===== src/hw/rtl/fsx_pkg.sv =====
// Package: shared types, constants and codes for the Forth stack execute unit.
package fsx_pkg;

   localparam int DataStackDepth   = 32;
   localparam int ReturnStackDepth = 32;
   localparam int MemoryWords      = 256;

   localparam int DsAw  = $clog2(DataStackDepth);
   localparam int RsAw  = $clog2(ReturnStackDepth);
   localparam int MemAw = $clog2(MemoryWords);
   localparam int DsCw  = $clog2(DataStackDepth + 1);
   localparam int RsCw  = $clog2(ReturnStackDepth + 1);

   typedef enum logic [4:0] {
      OP_PUSH = 5'd0, OP_ADD = 5'd1, OP_SUB = 5'd2, OP_MUL = 5'd3, OP_MOD = 5'd4,
      OP_EQ = 5'd5, OP_LT = 5'd6, OP_NOT = 5'd7, OP_DROP = 5'd8, OP_DUP = 5'd9,
      OP_SWAP = 5'd10, OP_OVER = 5'd11, OP_ROT = 5'd12, OP_MROT = 5'd13,
      OP_INC = 5'd14, OP_DEC = 5'd15, OP_STORE = 5'd16, OP_FETCH = 5'd17,
      OP_TOR = 5'd18, OP_RFROM = 5'd19, OP_RFETCH = 5'd20, OP_DOT = 5'd21,
      OP_EMIT = 5'd22
   } op_type;

   localparam logic [2:0] ST_OK       = 3'd0;
   localparam logic [2:0] ST_DUNDER   = 3'd1;
   localparam logic [2:0] ST_DOVER    = 3'd2;
   localparam logic [2:0] ST_RUNDER   = 3'd3;
   localparam logic [2:0] ST_ROVER    = 3'd4;
   localparam logic [2:0] ST_DIVZERO  = 3'd5;
   localparam logic [2:0] ST_BADADDR  = 3'd6;

   typedef struct packed {
      logic [4:0]  kind;
      logic signed [63:0] literal;
   } req_type;

   typedef struct packed {
      logic [2:0]  status;
      logic signed [63:0] top_value;
      logic [5:0]  data_depth;
      logic        print_valid;
      logic signed [63:0] print_value;
      logic        print_is_char;
   } rsp_type;

   // Controller to datapath.
   typedef struct packed {
      logic start;    // latch request, begin operand reads
      logic rd2;      // operand read state; the datapath takes no action on it
      logic check;    // evaluate faults, launch arithmetic
      logic commit;   // write results and form response
   } cmd_type;

   // Datapath to controller.
   typedef struct packed {
      logic need_rd2;
      logic arith_busy;
      logic mem_wait;
   } sts_type;

   typedef struct packed {
      logic [1:0] dpop;
      logic [1:0] dpush;
      logic       rpop;
      logic       rpush;
   } effect_type;

   function automatic effect_type op_effect(input logic [4:0] k);
      effect_type e;
      e = '0;
      case (k)
         OP_PUSH:   e = '{2'd0, 2'd1, 1'b0, 1'b0};
         OP_ADD, OP_SUB, OP_MUL, OP_MOD, OP_EQ, OP_LT:
                    e = '{2'd2, 2'd1, 1'b0, 1'b0};
         OP_NOT, OP_INC, OP_DEC, OP_FETCH:
                    e = '{2'd1, 2'd1, 1'b0, 1'b0};
         OP_DROP, OP_DOT, OP_EMIT:
                    e = '{2'd1, 2'd0, 1'b0, 1'b0};
         OP_DUP:    e = '{2'd1, 2'd2, 1'b0, 1'b0};
         OP_SWAP:   e = '{2'd2, 2'd2, 1'b0, 1'b0};
         OP_OVER:   e = '{2'd2, 2'd3, 1'b0, 1'b0};
         OP_ROT, OP_MROT:
                    e = '{2'd3, 2'd3, 1'b0, 1'b0};
         OP_STORE:  e = '{2'd2, 2'd0, 1'b0, 1'b0};
         OP_TOR:    e = '{2'd1, 2'd0, 1'b0, 1'b1};
         OP_RFROM:  e = '{2'd0, 2'd1, 1'b1, 1'b0};
         OP_RFETCH: e = '{2'd0, 2'd1, 1'b1, 1'b1};
         default:   e = '0;
      endcase
      return e;
   endfunction

endpackage


===== src/hw/rtl/fsx_ctrl.sv =====
// Controller state machine sequencing one primitive per request beat.
module fsx_ctrl (
   input  logic              clock,
   input  logic              reset,
   input  logic              req_valid,
   output logic              req_ready,
   output logic              rsp_valid,
   input  logic              rsp_ready,
   input  fsx_pkg::sts_type  sts,
   output fsx_pkg::cmd_type  cmd
);
   typedef enum logic [4:0] {
      S_IDLE  = 5'b00001,
      S_READ  = 5'b00010,
      S_CHECK = 5'b00100,
      S_EXEC  = 5'b01000,
      S_RESP  = 5'b10000
   } state_type;

   state_type state_ff, state_in;

   assign req_ready = (state_ff == S_IDLE);
   assign rsp_valid = (state_ff == S_RESP);

   always_comb begin
      state_in = state_ff;
      cmd = '0;
      case (state_ff)
         S_IDLE: begin
            if (req_valid) begin
               cmd.start = 1'b1;
               state_in  = S_READ;
            end
         end
         S_READ: begin
            // Read data of all operands is now registered.
            cmd.rd2  = 1'b1;
            state_in = S_CHECK;
         end
         S_CHECK: begin
            cmd.check = 1'b1;
            state_in  = S_EXEC;
         end
         S_EXEC: begin
            if (!sts.arith_busy && !sts.mem_wait) begin
               cmd.commit = 1'b1;
               state_in   = S_RESP;
            end
         end
         S_RESP: begin
            if (rsp_ready) state_in = S_IDLE;
         end
         default: state_in = S_IDLE;
      endcase
   end

   always_ff @(posedge clock) begin
      if (reset) state_ff <= S_IDLE;
      else       state_ff <= state_in;
   end
endmodule


===== config.mk =====
export PLATFORM = sky130hd
export DESIGN_NAME = fsx_ctrl
export DESIGN_NICKNAME = d
export VERILOG_FILES = /design/src/hw/rtl/fsx_pkg.sv /design/src/hw/rtl/fsx_ctrl.sv
export SDC_FILE = /design/constraint.sdc
export NUM_CORES = 1
export LEC_CHECK = 0
export BUFFER_PORTS_ARGS = -buffer_cell sky130_fd_sc_hd__buf_4
export CORE_AREA = 8 8 45 47
export DETAILED_ROUTE_END_ITERATION = 8
export DIE_AREA = 0 0 53 55
export SYNTH_ARGS = -nofsm -noshare
export SYNTH_HDL_FRONTEND = slang
export SYNTH_SLANG_ARGS = --single-unit

===== constraint.sdc =====
create_clock -name clock -period 1.15 [get_ports clock]
set_input_delay 0.1725 -clock clock [delete_from_list [all_inputs] [get_ports clock]]
set_output_delay 0.1725 -clock clock [all_outputs]
set_load 0.01 [all_outputs]

**Yosys cells after proc, flatten, opt, wreduce, memory -nomap -nowiden**

Index checks and enable logic that the tools add are counted.

- Word-level logic and storage cells: 23
- Register bits after elaboration: 5

- Eq/ne operators: 8
- Mux-type cells: 10
- Reductions and logical operators: 4

Operator list:

| cell | count |
|---|---|
| $pmux W5 S5 | 1 |
| $mux W5 | 3 |
| $mux W1 | 6 |
| $eq A5 B1 Y1 const B | 1 |
| $eq A5 B2 Y1 const B | 1 |
| $eq A5 B3 Y1 const B | 1 |
| $eq A5 B4 Y1 const B | 1 |
| $eq A5 B5 Y1 const B | 1 |
| $ne A2 B2 Y1 const B | 2 |
| $reduce_and A3 Y1 | 1 |
| $logic_not A1 Y1 | 2 |
| $ne A2 B1 Y1 const B | 1 |
| $logic_and A1 B1 Y1 | 1 |

**Logic depth before layout (Yosys ltp)**

- Word-level depth: 4
- Depth in mapped cells: 3
- Gate-level depth less buffers: 3

**Worst setup path before layout**

No wires, ideal clock.

- Kind: flip-flop to flip-flop
- Start: register state_ff[0]
- End: register state_ff[4]
- Slack: -86 ps
- Cell stages (with the launch flop): 4
- Required time: 1092 ps
- Arrival time: 1178 ps
- Cells stage by stage: dfxtp_1 or3_4 nor4_4 o21a_1

- Longest elaborated chain between the ends: 3
- Elaborated cells between the ends (all ways): 10

RTL lines:

| what | RTL line | RTL |
|---|---|---|
| start: declaration | fsx_ctrl.sv:20 | `state_type state_ff, state_in;` |
| start signal: assignment | fsx_ctrl.sv:59 | `else state_ff <= state_in;` |
| $eq A5 B4 Y1, or another cell as far along | fsx_ctrl.sv:28 | `case (state_ff)` |
| $ne A2 B2 Y1 (no source line) / $ne A2 B1 Y1 (equally long branches) | n/a |  |
| $reduce_and A3 Y1 (no source line) | n/a |  |

Several ways; a longest one is shown, not always the timed one.
A chain may end at the register's enable or synchronous reset.

==> run_results.csv <==
group,metric,value,unit
run_status,outcome,"finished with violations",
run_status,failed_checks,"setup timing",
worst_setup_path,r2r_setup_slack,-220,ps
clock_tree,clock_path_buffers,2,
floorplan,die_h,55,um
sta,final-setup-viol-count,9,
routing,drt_wl_total,1.05,mm
placed_design,gp_congestion,0.812,
sta,worst_pin_slew,254,ps
sta,fin_skew,1.27,ps
yosys,synth_compound_area_share,13.6,%
floorplan,die_area,0.00292,mm2
worst_setup_path,crit_slowest_cell,"or3_4",
worst_hold_path,holdPathStages,2,
routing,via_per_inst,4.66,
yosys,yosysTopAreaCellShare,33.9,%
routing,via_count,345,
floorplan,num_rows,14,
yosys,synthArstFlopShare,0,%
power_and_ir_drop,power_density,876,mW/mm2
worst_setup_path,critical_path_class,"flop to output port",
layout,regMostFlops,"state_ff",
yosys,yosysSeqAreaShare,33.9,%
worst_setup_path,endpoint_kind,"output port",
placed_design,dp_worst_setup_slack,-144,ps
routing,route.detailed.drc,0,
floorplan,top_level_ports,13,
clock_tree,clkSinkCount,5,
sta,finalMaxSlewViolations,0,
layout,drive_gt1_share,72.4,%
layout,reg_top3,"state_ff (5)",
layout,area_growth_syn_to_layout,97.9,%
layout,nNetsFinal,66,
worst_setup_path,r2r_end,"state_ff[0]$_SDFFE_PP1P_",
layout,postLayoutCellArea,584,um2
sta,fmax,656,MHz
sta,finalHoldViolCount,0,
sta,maxSlewHeadroom,82.8,%
sta,fin_ws,-374,ps
yosys,synthSimpleGateAreaFrac,47.0,%
worst_hold_path,hold_path_end,"state_ff[2]$_SDFFE_PP0P_",
placed_design,dpl.hpwl,689,um
grt,overflow,0,
floorplan,start_util,21.3,%
clock_tree,cts_max_level,1,
grt,grt_start_max_net_pins,7,
worst_hold_path,min_path_type,"input port to flop",
routing,ant_nets,0,
worst_setup_path,crit_fanout,3,
routing,drt_iter0_drc,4,
placed_design,port_buffers,11,
yosys,syn_nets,39,
floorplan,coreArea,0.00138,mm2
power_and_ir_drop,leakagePower,0.257,nW
yosys,synth_area,295,um2
routing,wire_per_inst,14.2,um
worst_hold_path,hold_path.startpoint,"reset",
clock_tree,cts_buffers,3,
yosys,synth_top_family_by_area,"simple AND/OR/NAND/NOR gates",
layout,num_antenna_cells,0,
yosys,synthMuxAreaShare,0,%
grt,grt_pass1_vias,351,
routing,first_pass_iters,2,
sta,fin_crit_sh,132,%
clock_tree,tritoncts,"built",
yosys,yosysWarnings,0,
clock_tree,root_buffer,"clkbuf_4",
worst_setup_path,r2r-start,"state_ff[4]$_SDFFE_PP0P_",
yosys,synthFlopType,"dfxtp_1",
sta,period_minus_slack,1520,ps
sta,setup_tns,-1860,ps
flow_run,drv_cap,0,
grt,antenna_found_initial,0,
sta,whs,110,ps
yosys,synth_area_leaders,"dfxtp_1 (34%), nor2_1 (7.6%), nor4_4 (7.2%), o21a_1 (5.1%), and4bb_2 (4.2%)",
yosys,synthXorXnorAreaFrac,2.97,%
worst_setup_path,slowest_delay,390,ps
power_and_ir_drop,peakVddDrop,0.000436,V
sta,rsz0062_at_grt,"yes",
worst_setup_path,crit_path_cell_trace,"or3_4 > nor4_4 > buf_4",
placed_design,placed_cell_area,463,um2
worst_setup_path,ff2ff_path_depth,4,
grt,track_usage,8.08,%
worst_setup_path,required,980,ps
yosys,synth_top_area_cell,"dfxtp_1",
layout,n_fill_cell,145,
yosys,syn_avg_cell_area,9.23,um2
yosys,synthAdderAreaFrac,0,%
layout,largest_register_ffs,5,
floorplan,die_x,53,um
yosys,netlist_instances,32,
worst_setup_path,cp.arrival,1350,ps
grt,grt_pass1_wl,1.68,mm
worst_setup_path,startpoint_type,"flop",
yosys,synth_edf_count,0,
clock_tree,clkLatencyLatePin,240,ps
yosys,synth_seq_cells,5,
clock_tree,clk_pin_slew,40,ps
yosys,synth_cell_type_count,19,
==> report_power, final <==
| group | leakage, nW | switching (mW) | internal [mW] | total (mW) |
|---|---|---|---|---|
| logic | 0.200 | 0.0520 | 0.0757 | 0.128 |
| registers | 0.0420 | 0.00591 | 0.180 | 0.185 |
| clock network | 0.0150 | 0.0678 | 0.131 | 0.199 |
==> per-layer routing <==
layer / routed length [um] / global-route usage (%) / vias to the layer above
met2: 649 / 16.0 / 3
met5: 0 / 0 / -
met3: 31 / 2.67 / 0
met4: 0 / 5.17 / 0
met1: 368 / 6.68 / 172
li1: - / - / 170
==> metrics by stage <==
step	power, mW	instances	util (%)
2_1_floorplan	0.230	32	-
3_3_place_gp	0.276	67	33.5
3_5_place_dp	0.277	67	33.5
4_1_cts	0.508	73	39.6
5_1_grt	0.552	74	42.2
6_report	0.512	74	42.2
==> layout by cell type (no fill, tap or decap), drive strengths merged <==
| cell | count |
|---|---|
| or3 | 1 |
| and4 | 2 |
| dfxtp | 5 |
| inv | 2 |
| nand2b | 2 |
| and2 | 1 |
| o21a | 2 |
| and3 | 2 |
| buf | 22 |
| xnor2 | 1 |
| and4bb | 1 |
| clkbuf | 4 |
| o31ai | 1 |
| o311ai | 1 |
| nor3 | 2 |
| or4b | 1 |
| nor2 | 6 |
| a31o | 1 |
| nor4 | 1 |
==> timing repair <==
| action | in CTS | in global routing |
|---|---|---|
| resized for setup | 15 | 7 |
| setup endpoints to repair | 9 | 9 |
| setup buffers | 3 | 3 |
| endpoints found under the hold margin | 0 | 0 |
| hold buffers | 0 | 0 |
| pin swaps | 9 | 7 |
==> synthesized netlist by cell type (all sizes together) (2+ instances only) <==
cell type / n
inv: 2
nor3: 2
and4: 2
and3: 2
nor2: 6
nand2b: 2
dfxtp: 5
o21a: 2
==> worst max path at each step <==
stage / from / end / slack (ps) / cells past startpoint
after CTS: state_ff[0]$_SDFFE_PP1P_ / cmd[0] / -360 / 3
after floorplan: state_ff[0]$_SDFFE_PP1P_ / state_ff[4]$_SDFFE_PP0P_ / -70 / 3
final: state_ff[4]$_SDFFE_PP0P_ / cmd[0] / -370 / 3
after global routing: state_ff[0]$_SDFFE_PP1P_ / cmd[0] / -470 / 3
after global placement: state_ff[4]$_SDFFE_PP0P_ / cmd[2] / -110 / 3
after detailed placement: state_ff[2]$_SDFFE_PP0P_ / cmd[3] / -140 / 4
==> logic make-up (layout without fill, tap and decap cells) <==
logic type,after synthesis,after routing
AOI/OAI and AO/OA,5,5
xor gates and xnor gates,1,1
buffers and inverters,2,28
DFF,5,5
and+or+nand+nor,19,19
==> final cells by class <==
cell class                 instances  area, um2  share of cell area (%)
clock buffer                       4       26.3                    4.50
inverter                           2       7.51                    1.28
multi-input combinational         25        231                    39.6
sequential                         5        108                    18.4
tap                               16       20.0                    3.43
timing repair buffer              22        191                    32.8
==> critical path, delay by kind of cell, from the launching register on <==
| family | cells | cell delay (ps) |
|---|---|---|
| AND/OR/NAND/NOR | 2 | 630 |
| flip-flops | 1 | 330 |
| buffers and inverters | 1 | 170 |
(Power assumes the default switching activity.)
